### src/rtl/core/astm_isqrt.sv
// ----------------------------------------------------------------------------
// Pipelined square root
// Restoring integer square root of a 64-bit value, two result bits a stage.
// ----------------------------------------------------------------------------
module astm_isqrt (
	input  logic        clk,
	input  logic        en,
	input  logic [63:0] rad,
	output logic [31:0] root
);
	localparam int Stages = 16;

	logic [63:0] r_s [Stages+1];
	logic [63:0] q_s [Stages+1];

	assign r_s[0] = rad;
	assign q_s[0] = '0;

	for (genvar g = 0; g < Stages; g++) begin : g_st
		logic [63:0] r_a, q_a, r_b, q_b;
		always_comb begin
			logic [63:0] b, t;
			b = 64'd1 << (62 - 4 * g);
			r_a = r_s[g];
			q_a = q_s[g];
			t = q_a + b;
			if (r_a >= t) begin
				r_a = r_a - t;
				q_a = (q_a >> 1) + b;
			end else begin
				q_a = q_a >> 1;
			end
			b = 64'd1 << (60 - 4 * g);
			t = q_a + b;
			r_b = r_a;
			if (r_a >= t) begin
				r_b = r_a - t;
				q_b = (q_a >> 1) + b;
			end else begin
				q_b = q_a >> 1;
			end
		end
		always_ff @(posedge clk) begin
			if (en) begin
				r_s[g+1] <= r_b;
				q_s[g+1] <= q_b;
			end
		end
	end

	assign root = q_s[Stages][31:0];
endmodule

### config.mk
export PLATFORM = sky130hd
export DESIGN_NAME = astm_isqrt
export DESIGN_NICKNAME = d
export VERILOG_FILES = /design/src/rtl/core/astm_isqrt.sv
export SDC_FILE = /design/constraint.sdc
export NUM_CORES = 2
export LEC_CHECK = 0
export BUFFER_PORTS_ARGS = -buffer_cell sky130_fd_sc_hd__buf_2
export CAP_MARGIN = 20
export CORE_UTILIZATION = 50
export CTS_BUF_LIST = sky130_fd_sc_hd__clkbuf_2
export CTS_CLUSTER_SIZE = 10
export DETAILED_ROUTE_END_ITERATION = 6
export PLACE_DENSITY = 0.65
export SLEW_MARGIN = 20
export SYNTH_ARGS = -nofsm -noshare
export SYNTH_HDL_FRONTEND = slang
export SYNTH_SLANG_ARGS = --single-unit
### constraint.sdc
create_clock -name clk -period 7.2 [get_ports clk]
set_input_delay 2.16 -clock clk [delete_from_list [all_inputs] [get_ports clk]]
set_output_delay 2.16 -clock clk [all_outputs]
set_load 0.005 [all_outputs]
**Word level (Yosys, flattened, before mapping)**

Cells that the tools add are included.

- Bits in registers: 1952
- Bits of input ports: 66
- Output and inout port bits: 32
- Word-level logic and storage cells: 234

- Add/sub/neg operators: 93
- $lt $le $gt $ge: 32
- Muxes and demuxes: 63

Operator list:

| kind | count |
|---|---|
| 64-bit 2-to-1 mux | 46 |
| 64-bit >= comparator | 31 |
| 64-bit subtractor | 30 |
| 63-bit 2-to-1 mux | 16 |
| 63-bit by 11-bit adder with 64-bit output (second input constant) | 1 |
| 63-bit by 13-bit adder with 64-bit output (second input constant) | 1 |
| 63-bit by 15-bit adder with 64-bit output (second input constant) | 1 |
| 63-bit by 17-bit adder with 64-bit output (second input constant) | 1 |
| 63-bit by 19-bit adder with 64-bit output (second input constant) | 1 |
| 63-bit by 21-bit adder with 64-bit output (second input constant) | 1 |
| 63-bit by 23-bit adder with 64-bit output (second input constant) | 1 |
| 63-bit by 25-bit adder with 64-bit output (second input constant) | 1 |
| 63-bit by 27-bit adder with 64-bit output (second input constant) | 1 |
| 63-bit by 29-bit adder with 64-bit output (second input constant) | 1 |
| 63-bit by 3-bit adder with 64-bit output (second input constant) | 1 |
| 63-bit by 31-bit adder with 64-bit output (second input constant) | 1 |
| 63-bit by 33-bit adder with 64-bit output (second input constant) | 1 |
| 63-bit by 35-bit adder with 64-bit output (second input constant) | 1 |
| 63-bit by 37-bit adder with 64-bit output (second input constant) | 1 |
| 63-bit by 39-bit adder with 64-bit output (second input constant) | 1 |
| 63-bit by 41-bit adder with 64-bit output (second input constant) | 1 |
| 63-bit by 43-bit adder with 64-bit output (second input constant) | 1 |
| 63-bit by 45-bit adder with 64-bit output (second input constant) | 1 |
| 63-bit by 47-bit adder with 64-bit output (second input constant) | 1 |
| 45 further kinds | 45 |

**Logic depth before layout (Yosys ltp)**

- Depth in word-level cells: 6
- Depth in mapped cells: 33
- Gate-level depth less buffers: 28

**Worst setup path before layout**

Ideal clock, no wire load.

- Path type: register -> register
- Start: register r_s[145] (netlist name)
- End: register r_s[75] (netlist name) (data pin)
- Setup time: 0.260 ns
- Arrival: 6.255 ns
- Data required time: 6.940 ns
- Path slack: 0.685 ns
- Cell stages (with the launch flop): 30
- Path buffers: 6
- Period minus slack after synthesis: 6.515 ns
- Path through: edfxtp_1 -> ha_1 -> clkbuf_1 -> a21oi_1 -> nor2b_1 -> or4_1 -> nor2_1 -> o41a_1 -> nand2_1 -> inv_2 -> buf_2 -> buf_1 -> buf_1 -> nor2_1 -> nor2_1 -> ha_1 -> clkbuf_1 -> a21o_1 -> a21o_1 -> a21oi_1 -> a32o_1 -> o21ai_0 -> a31oi_1 -> o41ai_1 -> or4_1 -> nor3_1 -> and2_1 -> inv_2 -> buf_2 -> mux2_2

- Word-level cells in the longest chain between the ends: 5
- Elaborated cells on any way between the ends: 8
- Those cells by class: 3 x add/sub; 2 x order compare; 3 x mux

Ends and longest elaborated chain:

| item | line | source |
|---|---|---|
| start, declared | 13 | `logic [63:0] r_s [Stages+1];` |
| start signal, assigned by index | 45 | `r_s[g+1] <= r_b;` |
| 64-bit >= comparator | 27 | `if (r_a >= t) begin` |
| 64-bit 2-to-1 mux | 27 |  |
| 64-bit by 5-bit adder with 64-bit output | 34 | `t = q_a + b;` |
| 64-bit subtractor / 64-bit >= comparator (equally long branches) | 37, 36 |  |
| 64-bit 2-to-1 mux (*) | 36 | `if (r_a >= t) begin` |
| named net g_st[14].r_b[11] | 20 | `logic [63:0] r_a, q_a, r_b, q_b;` |

Mark *: on every way through the listed nets, which the timed path passes. The rest lies on a longest branch.
A chain may end at the register's enable or synchronous reset.

**Worst setup path in the final report**

- Start: register q_s[140] (netlist name)
- End: register r_s[115] (netlist name) (data pin)

- Word-level cells in the longest chain between the ends: 6
- Elaborated cells on any way between the ends: 10
- Those cells by class: 5 x add/sub; 2 x order compare; 3 x mux

Ends and longest elaborated chain:

| item | line | source |
|---|---|---|
| start, declared | 14 | `logic [63:0] q_s [Stages+1];` |
| start signal, assigned by index | 46 | `q_s[g+1] <= q_b;` |
| 64-bit by 7-bit adder with 64-bit output | 26 | `t = q_a + b;` |
| 64-bit >= comparator | 27 |  |
| 64-bit 2-to-1 mux | 27 |  |
| 64-bit by 5-bit adder with 64-bit output | 34 |  |
| 64-bit subtractor / 64-bit >= comparator (equally long branches) | 37, 36 |  |
| 64-bit 2-to-1 mux (*) | 36 |  |
| named net g_st[14].r_b[51] | 20 |  |

Marks and branches as above.

==> impl_results.md <==
* Largest stage delay, worst path at 530 ps
* Core Area at 0.167 mm²
* Num CTS Buffers at roughly 340
* Cells after Synth at ~8600
* Yosys warning total at 0
* Clk sinks at ~1200
* TritonCTS clock tree: done
* Synth unique cells at slightly above 100
* Synthesis-stage register bit count at 1232
* Clk root buf: clkbuf_2
* Syn_area_per_cell at 9.76 µm²
* Initial core utilization at between 50% and 60%
* Worst path most repeated cell: a21oi_1
* Most frequent cell after synthesis: edfxtp_1
* Share of layout cells above drive strength 1 at roughly 11%
* Multi-input logic area at 0.0442 mm²
* Yosys top cell by area: edfxtp_1
* Drt drc at 0
* Fin crit share at about 96%
* Grt total ovfl at 0
* FP Rows at 150
* Leak Pwr at 36.1 nW
* Via count at a little under 70000
* Comb power frac at roughly half
* Peak supply drop at about 0.00024 V
* Slew Viols, Final at 0
* CP max-delay cell: nor4_1
* H-Tree Depth at 5
* Final wirelength at between 200 and 250 mm
* Synthesized area at approximately 0.084 mm²
* Clock share of power at between 10% and 20%
* Initial antenna violation count at 6
* Vias per cell at 5.97
* Buf/Inv on CP at 5
* Initial drt markers at around 6100
* CP startpoint kind: flip-flop
* Worst Tran Pin Value at 1180 ps
* Area Growth Syn to Fin at 8.57%
* Post-CTS Hold Buffers at 0
* Fin. Hold Viols at 0
* DRT Pass-1 Iters at 6
* Routed wire per std cell at between 20 and 25 µm
* Nets@finish at between 9000 and 10000
* I/O pin count at ~100
* Max Fanout on Critical Path at 32
* Worst Hold Class: flip-flop to flip-flop
* Main synth FF type: edfxtp_1
* Status: complete, no violations
* RR Startpoint: q_s[140]
* Final min period at approximately 6900 ps
* EDFF count, synth at ~1200
* Switching share of power at roughly 43%
* Arr. time, crit path at between 8000 and 9000 ps
* Crit path to: r_s[115]
* Critical R2R Capture: r_s[115]
* Syn Nets at ~9000
* Total power at approximately 0.032 W
* Async set or reset register ratio after synthesis at 0%
* Critical Path Stages at 27
* Setup TNS at 0 ps
* Max-cap viol count at 0
* Endpoint type of the worst setup path: flip-flop
* R2R cell count at 27
* P_int at approximately 0.018 W
* Skew-Pair Late Insertion Delay at between 1500 and 2000 ps
* GPL Wtd Cong at slightly below 1
* # setup viols final at 0
* Reg2reg setup slack at ~310 ps
* Global-route wire length before repair at around 370 mm
* Port Buffers at 97
* Die height at ~410 µm
* Clock transition at path regs at about 100 ps
* Crit path kind: flip-flop to flip-flop
* Die ar. at ~0.17 mm²
* Sequential Power Share at roughly 34%
* Seq/Total Area, Yosys at 44.0%
* Overall routing resource usage at 28.0%
* Power density cells at ~350 mW/mm²
* Fill count at 15200
* Sequential cell area at 0.0370 mm²
* Area contributors post-synth: edfxtp_1 (44%), ha_1 (8.5%), xnor2_1 (5.2%)
* Vias in the first global route at approximately 66000
* Post-synth top cells: edfxtp_1 (1232), nor2_1 (759), nand2_1 (703)
* CTS max path bufs at 4
* Crit-path leading delay family: compound AO/OA/AOI/OAI gates
* Largest net degree at the start of global routing at around 160
* Psw at roughly 0.014 W
* Maximum clock rate at 145 MHz
* Die W at between 400 and 500 µm
* Worst Path Required at ~8600 ps
* Max transition margin at between 20% and 30%
* Layout Skew at 220 ps
* Worst setup path startpoint: q_s[140]
* Top cell type's share of synthesized area at between 40 and 50%
* Post-DRT Antenna Nets at 0
* Dpl hpwl at 190 mm
-- worst min path at each step --
stage	startpoint	endpoint	slack, ps	depth (start not counted)
after floorplan	r_s[194]	r_s[130]	420	0
after global placement	r_s[787]	r_s[723]	430	0
after detailed placement	r_s[196]	r_s[132]	430	0
after CTS	r_s[263]	r_s[199]	310	0
after global routing	r_s[265]	r_s[201]	300	0
final	r_s[265]	r_s[201]	310	0
-- layer usage --
metal / share of wire, % / up-vias / global-route usage [%] / routed length [µm]
met1: 44 / 32700 / 37.3 / 106000
met2: 48 / 2185 / 46.5 / 115000
met4: 3.0 / 0 / 9.21 / 7230
met3: 5.8 / 451 / 4.28 / 14000
met5: 0 / - / 0 / 0
li1: - / 33200 / - / -
-- area by class of cell --
| type | count | share of cell area [%] |
|---|---|---|
| Antenna cell | 11 | 0.0302 |
| Timing Repair Buffer | 332 | 2.75 |
| Sequential cell | 1232 | 40.6 |
| Multi-Input combinational cell | 6617 | 48.4 |
| Tap cell | 2204 | 3.02 |
| Inverter | 498 | 2.05 |
| Clock buffer | 464 | 2.55 |
| Clock inverter | 106 | 0.604 |
-- sequential cells by signal, indices dropped and copies added (netlist names) --
| name | flops |
|---|---|
| q_s | 240 |
| r_s | 960 |
| root | 32 |
-- per-stage QoR --
stage                     area, µm²  utilization (%)  instances  setup slack [ps]  hold slack [ps]
after global placement        88200             52.8      10900               186              426
after detailed placement      88200             52.8      10900               178              426
after CTS                     91100             54.5      11400              59.9              309
after floorplan               84000                -       8606               685              417
after global routing          91200             54.6      11500             -2.86              298
final                         91200             54.6      11500               314              309
-- cells in the final DEF, fill, tap and decap left out, types with 79 or more instances in the layout --
| cell type | n |
|---|---|
| nand4_1 | 185 |
| xor2_1 | 312 |
| a21o_1 | 252 |
| buf_4 | 215 |
| edfxtp_1 | 1232 |
| nor2_1 | 758 |
| ha_1 | 572 |
| or3_1 | 97 |
| clkbuf_2 | 464 |
| o31ai_1 | 87 |
| nand2b_1 | 85 |
| o21a_1 | 83 |
| nor3_1 | 223 |
| a21oi_1 | 691 |
| nor4_1 | 223 |
| inv_1 | 491 |
| o21ai_0 | 443 |
| nand3_1 | 195 |
| nand2_1 | 702 |
| and3_1 | 79 |
| xnor2_1 | 496 |
| buf_2 | 96 |
-- cell families (layout without fill, tap and decap cells) --
group | after synthesis | after routing | synth area share (%)
adder cells (fa/ha/maj) | 573 | 573 | 8.53
AND/OR/NAND/NOR | 2994 | 2994 | 18.0
other | 0 | 11 | 0
buffers and inverters | 757 | 1400 | 3.48
XOR/XNOR | 808 | 808 | 8.42
flip-flops | 1232 | 1232 | 44.0
multiplexers | 82 | 82 | 1.10
AO/OA/AOI/OAI | 2160 | 2160 | 16.4
-- repair_timing --
item,4_1_cts,5_1_grt
setup buffers,0,4
gates resized for setup,0,27
setup endpoints to repair,0,113
hold endpoints to repair,0,0
-- power groups by stage --
stage               combinational, W  clock (W)  sequential, W
floorplan                     0.0120          0         0.0104
global placement              0.0157          0         0.0111
detailed placement            0.0158          0         0.0111
CTS                           0.0160    0.00510         0.0109
global route                  0.0179    0.00543         0.0110
finish                        0.0162    0.00489         0.0109
(Power assumes the default switching activity.)
