===== config.mk =====
export PLATFORM = sky130hd
export DESIGN_NAME = astm_cordic_stage
export DESIGN_NICKNAME = d
export VERILOG_FILES = /design/src/rtl/core/astm_pkg.sv /design/src/rtl/core/astm_cordic_stage.sv
export SDC_FILE = /design/constraint.sdc
export NUM_CORES = 1
export LEC_CHECK = 0
export BUFFER_PORTS_ARGS = -buffer_cell sky130_fd_sc_hd__buf_2
export CAP_MARGIN = 20
export CORE_ASPECT_RATIO = 0.7
export CORE_UTILIZATION = 45
export CTS_BUF_LIST = sky130_fd_sc_hd__clkbuf_4 sky130_fd_sc_hd__clkbuf_8
export DETAILED_ROUTE_END_ITERATION = 10
export PLACE_DENSITY = 0.79
export SYNTH_ARGS = -nofsm -noshare
export SYNTH_HDL_FRONTEND = slang
export SYNTH_SLANG_ARGS = --single-unit

===== constraint.sdc =====
create_clock -name clk -period 4.9 [get_ports clk]
set_input_delay 0.49 -clock clk [delete_from_list [all_inputs] [get_ports clk]]
set_output_delay 0.49 -clock clk [all_outputs]
set_load 0.01 [all_outputs]

===== src/rtl/core/astm_pkg.sv =====
// ----------------------------------------------------------------------------
// Angular spectrum transfer multiply package
// Shared types, register indexes, and CORDIC constants.
// ----------------------------------------------------------------------------
package astm_pkg;

	localparam int CordicSteps = 16;
	localparam logic signed [33:0] CordicGain = 34'sd652032874;

	typedef enum logic [2:0] {
		REG_WIDTH    = 3'd0,
		REG_HEIGHT   = 3'd1,
		REG_STEP_X   = 3'd2,
		REG_STEP_Y   = 3'd3,
		REG_DISTANCE = 3'd4
	} reg_idx_t;

	function automatic logic [29:0] atan_turns(input logic [3:0] i);
		logic [29:0] r;
		begin
			case (i)
				4'd0: r = 30'd536870912;
				4'd1: r = 30'd316933406;
				4'd2: r = 30'd167458907;
				4'd3: r = 30'd85004756;
				4'd4: r = 30'd42667331;
				4'd5: r = 30'd21354465;
				4'd6: r = 30'd10679838;
				4'd7: r = 30'd5340245;
				4'd8: r = 30'd2670163;
				4'd9: r = 30'd1335087;
				4'd10: r = 30'd667544;
				4'd11: r = 30'd333772;
				4'd12: r = 30'd166886;
				4'd13: r = 30'd83443;
				4'd14: r = 30'd41721;
				default: r = 30'd20860;
			endcase
			return r;
		end
	endfunction

endpackage


===== src/rtl/core/astm_cordic_stage.sv =====
// ----------------------------------------------------------------------------
// CORDIC micro-rotation stage
// One registered rotation step of the rotation-mode CORDIC.
// ----------------------------------------------------------------------------
module astm_cordic_stage #(
	parameter int STEP = 0
) (
	input  logic               clk,
	input  logic               en,
	input  logic signed [33:0] x_in,
	input  logic signed [33:0] y_in,
	input  logic signed [31:0] z_in,
	output logic signed [33:0] x_out,
	output logic signed [33:0] y_out,
	output logic signed [31:0] z_out
);
	import astm_pkg::*;

	logic signed [31:0] at;
	assign at = signed'({2'b00, atan_turns(4'(STEP))});

	always_ff @(posedge clk) begin
		if (en) begin
			if (!z_in[31]) begin
				x_out <= x_in - (y_in >>> STEP);
				y_out <= y_in + (x_in >>> STEP);
				z_out <= z_in - at;
			end else begin
				x_out <= x_in + (y_in >>> STEP);
				y_out <= y_in - (x_in >>> STEP);
				z_out <= z_in + at;
			end
		end
	end
endmodule


Word-level counts from Yosys, hierarchy flattened
Index checks and enable logic that the tools add are counted.
{ "op_classes": {"mux": 3, "add_sub_neg": 5} }
{ "ops": {"columns": ["cell", "n"], "rows": [
  ["34-bit 2-to-1 mux", 2],
  ["34-bit subtractor", 2],
  ["34-bit adder", 1],
  ["32-bit by 31-bit adder with 32-bit output (second input constant)", 1],
  ["32-bit 2-to-1 mux", 1],
  ["32-bit by 31-bit subtractor with 32-bit output (second input constant)", 1]
]} }
{ "totals": {"input_bits": 102, "word_cells": 11, "reg_bits": 100} }

Longest topological paths before layout
Gate-level depths: netlist of the first run.
{ "depth": {"depth_word": 2, "depth_mapped": 13, "depth_no_buf": 12} }

Worst setup path after synthesis of the first run
OpenSTA, ideal clock, no wires.
{ "synth_path": {"path_type": "input to register", "from": "in x_in[0]", "to": "reg y_out[26], data pin", "n_path_buf": 0, "slack_ns": 1.848, "t_arrival_ns": 2.792, "setup_ns": 0.260, "stages": 11, "path_cell_list": "ha_1 > fa_1 > nor2b_1 > o21ai_0 > a21oi_2 > o2111ai_2 > nand2_1 > o41ai_2 > o41a_1 > o22ai_1 > xnor2_1"} }
{ "synth_via": {"elab_chain_cells": 2, "elab_cells_between_ends": 3, "classes_between": "add/sub (2); mux (1)"} }
{ "synth_lines": {"columns": ["item", "line_no", "source"], "rows": [
  ["from (decl)", "astm_cordic_stage.sv:10", "input logic signed [33:0] x_in,"],
  ["34-bit adder / 34-bit subtractor (equally long branches)", "astm_cordic_stage.sv:26, astm_cordic_stage.sv:30", null],
  ["34-bit 2-to-1 mux *", "astm_cordic_stage.sv:24", "if (!z_in[31]) begin"],
  ["to (signal assigned)", "astm_cordic_stage.sv:26", "y_out <= y_in + (x_in >>> STEP);"],
  ["to (signal assigned)", "astm_cordic_stage.sv:30", "y_out <= y_in - (x_in >>> STEP);"],
  ["to (decl)", "astm_cordic_stage.sv:14", "output logic signed [33:0] y_out,"]
]} }
Mark *: on every way between the ends. The rest lies on a longest branch, timed or not.
A chain may end at the register's enable or synchronous reset.

Worst setup path in the final report of the first run
{ "layout_path": {"from": "in x_in[2]", "to": "reg y_out[28], data pin"} }
The elaborated chain is that of the path after synthesis.

==> impl_metrics.env, run 1 <==
export IMPL_diodes=0
export IMPL_status="finished clean"
export IMPL_cts_hold_buffers=0
export IMPL_post_synth_main_area_contributors="edfxtp_1 34%, ha_1 14%, a21oi_1 6.3%"
export IMPL_crit_path_end="y_out[28]"
export IMPL_cp_slowest_cell="a221oi_1"
export IMPL_ys_ff_latch=99
export IMPL_worstPathArrival_ns=3.50
export IMPL_syn_inst=976
export IMPL_critical_path_class="input port to flop"
export IMPL_rsz0062_at_grt="no"
export IMPL_grt_max_degree=74
export IMPL_postRouteAntennaNets=0
export IMPL_dp_slack_ns=1.29
export IMPL_core_um2=19100
export IMPL_syn_to_final_growth_pct=14.9
export IMPL_grt_pass1_vias=7342
export IMPL_finalSetupTns_ns=0
export IMPL_tritoncts="built"
export IMPL_cts_root_buf="clkbuf_8"
export IMPL_required_ns=5.05
export IMPL_clkTransAtPathRegs_ns=0.12
export IMPL_cp_end_kind="flop"
export IMPL_drtIter0Drc=914
export IMPL_grt_overflow=0
export IMPL_gp_congestion=0.989
export IMPL_yosys_warnings=0
export IMPL_max_slew_worst_pin_slew_ns=0.966
export IMPL_dr_pass1_iters=6
export IMPL_final_nets=1351
export IMPL_finalWorstSetupSlack_ns=1.55
export IMPL_die_h_um=119
export IMPL_drv_slew=0
export IMPL_avgSynthCellArea_um2=9.09
export IMPL_yosysUniqueCellTypes=80
export IMPL_setup_worst_path_start="x_in[2]"
export IMPL_cts_buffers=9
export IMPL_post_cts_resized=0
export IMPL_crit_chain="buf_2 -> inv_1 -> ha_1 -> nor2b_1 -> o31ai_1 -> a21oi_1 -> a21o_1 -> a221oi_1 -> o211ai_1 -> o21ai_1 -> xnor2_1"
export IMPL_dr_total_vias=8083
export IMPL_cts_setup_buffers=0
export IMPL_synth_top_area_share_pct=33.5
export IMPL_ctsHtreeMaxLevel=3
export IMPL_fin_hold_ws_ns=0.259
export IMPL_post_route_period_util_pct=68.3
export IMPL_dpl_hpwl_um=22000
export IMPL_synth_area_um2=8870
export IMPL_drc_errors=0
export IMPL_slowest_delay_ns=0.81
export IMPL_holdCritPathClass="input port to flop"
export IMPL_drive_gt1_share_pct=22.7
export IMPL_power_mw=2.74
export IMPL_finalCriticalPeriod_ns=3.35
export IMPL_grt_pass1_wl_um=41700
export IMPL_power_density_nw_per_um2=269
export IMPL_cts_sinks=99
export IMPL_wl_per_cell_um=19.3
export IMPL_setup_viol=0
export IMPL_synth_edf_count=99
export IMPL_n_fill_cell=1822
export IMPL_yosysSeqAreaShare_pct=33.5
export IMPL_synthArstFlopShare_pct=0
export IMPL_post_place_cells=1398
export IMPL_totalWireLength_um=27300
export IMPL_p_leak_nw=4.48
export IMPL_synth_top_area_cell="edfxtp_1"
export IMPL_hold_violations=0
export IMPL_crit_fanout=9
export IMPL_antenna_found_initial=0
export IMPL_grt_total_usage_pct=26.9
export IMPL_synth_nets=1182
export IMPL_io_pin_count=202
export IMPL_stdcell_count=1414
export IMPL_clockBufferDepth=2
export IMPL_start_kind="input port"
export IMPL_ys_flop_type="edfxtp_1"
export IMPL_post_drt_via_cell_ratio=5.72
export IMPL_fmax_mhz=299
export IMPL_start_util_pct=46.4
export IMPL_io_buffers=201
export IMPL_dieArea_um2=20300
export IMPL_drv_cap=0
export IMPL_rows=42
export IMPL_fp_dieW_um=170
export IMPL_slew_headroom_pct=35.6
export IMPL_ir_drop_uv=129
==> state kept, by name (all words and copies together), names as in the netlist <==
| signal | count |
|---|---|
| x_out | 34 |
| y_out | 33 |
| z_out | 32 |
==> power by group <==
| group | switching [mW] | total [mW] | internal (mW) |
|---|---|---|---|
| clock | 0.326 | 0.519 | 0.193 |
| sequential | 0.0454 | 1.14 | 1.09 |
| combinational | 0.676 | 1.08 | 0.405 |
| total | 1.05 | 2.74 | 1.69 |
==> worst min-delay path by stage <==
stage	from	endpoint	slack, ns	depth (start not counted)
detailed placement	z_in[14]	z_out[14]	0.67	1
global route	z_in[4]	z_out[4]	0.24	1
floorplan	z_in[0]	z_out[0]	0.59	0
finish	z_in[4]	z_out[4]	0.26	1
CTS	z_in[4]	z_out[4]	0.24	1
global placement	z_in[6]	z_out[6]	0.67	1
==> layout make-up <==
class / count / area, um2 / share of cell area, %
Inverter: 111 / 417 / 4.09
Sequential cell: 99 / 2970 / 29.1
Multi-Input combinational cell: 720 / 5260 / 51.6
Clock inverter: 7 / 60.1 / 0.589
Clock buffer: 9 / 124 / 1.21
Tap cell: 264 / 330 / 3.24
Timing Repair Buffer: 204 / 1030 / 10.1
==> worst max-delay path: cells and delay by family <==
family | cells | cell delay [ns]
AOI/OAI and AO/OA | 6 | 2.14
adders and majority gates | 1 | 0.42
and+or+nand+nor | 1 | 0.21
buffers and inverters | 2 | 0.15
xor gates and xnor gates | 1 | 0.08
==> logic make-up after synthesis <==
logic type      Yosys count  share of synthesized area, %
mux                      15                          1.69
simple gates            218                          11.8
compound gates          318                          24.4
buf+inv                 157                          7.18
xor+xnor                 65                          6.42
flops                    99                          33.5
fa+ha+maj               104                          15.0
==> cells in the final DEF (no fill, tap or decap), types with 10 or more instances in the layout <==
master and count:
nor2b_1 11, ha_1 100, buf_2 200, o21bai_1 22, xnor2_1 60, nor2_1 84
mux2i_1 15, a21oi_1 112, nand3_1 14, edfxtp_1 99, o21ai_0 55, o21ai_1 10
nand2_1 47, nand4_1 15, inv_1 102, a21o_1 12, o211ai_1 12
==> routing by layer <==
| layer | vias up | wire [um] | GRT usage [%] |
|---|---|---|---|
| met1 | 3760 | 13100 | 41.1 |
| li1 | 3816 | - | - |
| met3 | 24 | 3290 | 8.37 |
| met5 | - | 0 | 0 |
| met2 | 483 | 10500 | 35.9 |
| met4 | 0 | 386 | 6.25 |
==> through the flow <==
stage,cell area (um2),utilization (%)
global placement,10000,52.4
finish,10200,53.3
CTS,10200,53.3
floorplan,8870,-
detailed placement,10000,52.4
global route,10200,53.3
==> Yosys cell counts (15+ instances only) <==
cell,number
a21oi_1,112
edfxtp_1,99
nor2_1,84
o21ai_0,55
xnor2_1,60
inv_1,103
clkbuf_1,17
o21bai_1,22
nand4_1,15
nand2_1,47
ha_1,100
mux2i_1,15
No activity file was read; power rests on OpenSTA's default activity.
==> run 2, diff against run 1 <==
--- a/config.mk
+++ b/config.mk
@@ -11,7 +11,7 @@
 export CORE_UTILIZATION = 45
 export CTS_BUF_LIST = sky130_fd_sc_hd__clkbuf_4 sky130_fd_sc_hd__clkbuf_8
 export DETAILED_ROUTE_END_ITERATION = 10
-export PLACE_DENSITY = 0.79
+export PLACE_DENSITY = 0.82
 export SYNTH_ARGS = -nofsm -noshare
 export SYNTH_HDL_FRONTEND = slang
 export SYNTH_SLANG_ARGS = --single-unit
==> constraint.sdc (replaced) <==
create_clock -name clk -period 2.7 [get_ports clk]
set_input_delay 0.27 -clock clk [delete_from_list [all_inputs] [get_ports clk]]
set_output_delay 0.27 -clock clk [all_outputs]
set_load 0.01 [all_outputs]
==> impl_metrics.env, run 2 (synthesis gave the netlist of run 1 again) <==
export IMPL_cts_buffers=9
export IMPL_mostFrequentLayoutCell="buf_4"
export IMPL_rows=42
export IMPL_grt_max_degree=44
export IMPL_critical_path_class="input port to flop"
export IMPL_crit_chain="buf_6 -> buf_6 -> inv_4 -> ha_4 -> fa_2 -> nor2b_2 -> o31a_1 -> o41ai_4 -> o211ai_1 -> o22a_1 -> a2111oi_4 -> buf_4 -> o221ai_2 -> o211ai_2 -> xnor2_1"
export IMPL_clockBufferDepth=2
export IMPL_rsz0062_at_grt="yes"
export IMPL_required_ns=2.85
export IMPL_violations="negative setup slack"
export IMPL_setup_viol=1
export IMPL_placed_area_um2=11600
export IMPL_clkTransAtPathRegs_ns=0.11
export IMPL_start_util_pct=46.4
export IMPL_grt_pass1_vias=8524
export IMPL_hold_violations=0
export IMPL_dr_total_vias=9262
export IMPL_grt_pass1_wl_um=48400
export IMPL_tritoncts="built"
export IMPL_drv_slew=0
export IMPL_final_cell_area_um2=12300
export IMPL_grt_overflow=0
export IMPL_p_int_mw=3.47
export IMPL_pwr_share_comb_pct=45.4
export IMPL_post_route_period_util_pct=102
export IMPL_io_pin_count=202
export IMPL_drtIter0Drc=1180
export IMPL_status="finished, violations left"
export IMPL_fp_dieW_um=170
export IMPL_holdCritPathClass="input port to flop"
export IMPL_wl_per_cell_um=20.2
export IMPL_ir_drop_uv=229
export IMPL_core_um2=19100
export IMPL_dpl_hpwl_um=26200
export IMPL_drc_errors=0
export IMPL_clkPwrFrac_pct=18.0
export IMPL_cts_root_buf="clkbuf_8"
export IMPL_io_buffers=201
export IMPL_p_leak_nw=5.61
export IMPL_final_nets=1573
export IMPL_drv_cap=0
export IMPL_die_h_um=119
export IMPL_totalWireLength_um=33000
export IMPL_crit_family="compound AO/OA/AOI/OAI gates"
export IMPL_finalCriticalPeriod_ns=2.76
export IMPL_crit_fanout=2
export IMPL_cts_hold_buffers=0
export IMPL_finalWorstSetupSlack_ns=-0.0571
export IMPL_largest_register="x_out"
export IMPL_final_cell_mix="222 x buf_4, 199 x buf_2, 104 x a21oi_1"
export IMPL_cts_sinks=99
export IMPL_antenna_found_initial=0
export IMPL_max_slew_worst_pin_slew_ns=0.551
export IMPL_worstPathArrival_ns=2.91
export IMPL_postRouteAntennaNets=0
export IMPL_dieArea_um2=20300
export IMPL_p_sw_mw=2.14
export IMPL_cp_num_buf_inv=4
export IMPL_dr_pass1_iters=7
export IMPL_grt_total_usage_pct=31.5
export IMPL_power_density_nw_per_um2=457
export IMPL_pwr_share_seq_pct=36.7
export IMPL_drive_gt1_share_pct=39.0
export IMPL_gp_congestion=1.04
export IMPL_swShare_pct=38.2
export IMPL_slowest_delay_ns=0.42
export IMPL_slew_headroom_pct=63.3
export IMPL_power_mw=5.61
export IMPL_diodes=0
export IMPL_cp_slowest_cell="a2111oi_4"
export IMPL_largest_reg_flops=34
export IMPL_post_drt_via_cell_ratio=5.66
export IMPL_cp_common_cell="buf_6"
export IMPL_ctsHtreeMaxLevel=3
export IMPL_dp_slack_ns=-0.594
export IMPL_cp_end_kind="flop"
export IMPL_syn_to_final_growth_pct=38.5
export IMPL_reg_top3="x_out (34), y_out (33), z_out (32)"
export IMPL_start_kind="input port"
export IMPL_fmax_mhz=363
-- run 2: metrics by stage --
stage                     std cells  hold WS, ns  utilization (%)  setup TNS, ns
after floorplan                 976        0.369                -              0
after global placement         1609        0.447             60.9         -12.46
after detailed placement       1609        0.448             60.9         -14.39
after CTS                      1626       0.0276             62.2              0
after global routing           1636       0.0162             64.3         -0.244
final                          1636       0.0413             64.3        -0.0571
-- run 2: path summary, 6_finish.rpt --
path,startpoint,to,slack [ns],depth (start not counted)
hold / removal,z_in[16],z_out[16],0.04,1
setup / recovery,x_in[0],x_out[30],-0.06,15
-- run 2: area by class of cell --
cell class | count | area [um2]
well taps | 264 | 330
multi-input cells | 720 | 5620
clock inverters | 7 | 76.3
repair buffers | 426 | 2750
clock buffers | 9 | 124
fillers | 1649 | 6840
inverters | 111 | 419
flip-flops and latches | 99 | 2970
-- run 2: routing by layer --
layer  vias to the layer above  wire, um  track usage (%)
met5                         -         0                0
met4                         0       613             5.46
met3                        78      4320             10.2
met2                       631     13300             43.5
met1                      4286     14700             47.5
li1                       4267         -                -
-- run 2: timing repair --
| item | in CTS | in global routing |
|---|---|---|
| setup buffers | 1 | 10 |
| setup endpoints to repair | 18 | 27 |
| gates resized for setup | 7 | 66 |
| pin swaps | 3 | 33 |
-- run 2: power groups by stage --
stage / Combinational [mW] / Sequential (mW) / Clock [mW]
floorplan: 1.12 / 2.20 / 0
global placement: 2.32 / 2.09 / 0
detailed placement: 2.35 / 2.10 / 0
CTS: 2.38 / 2.06 / 1.03
global route: 2.72 / 2.08 / 1.09
finish: 2.55 / 2.06 / 1.01
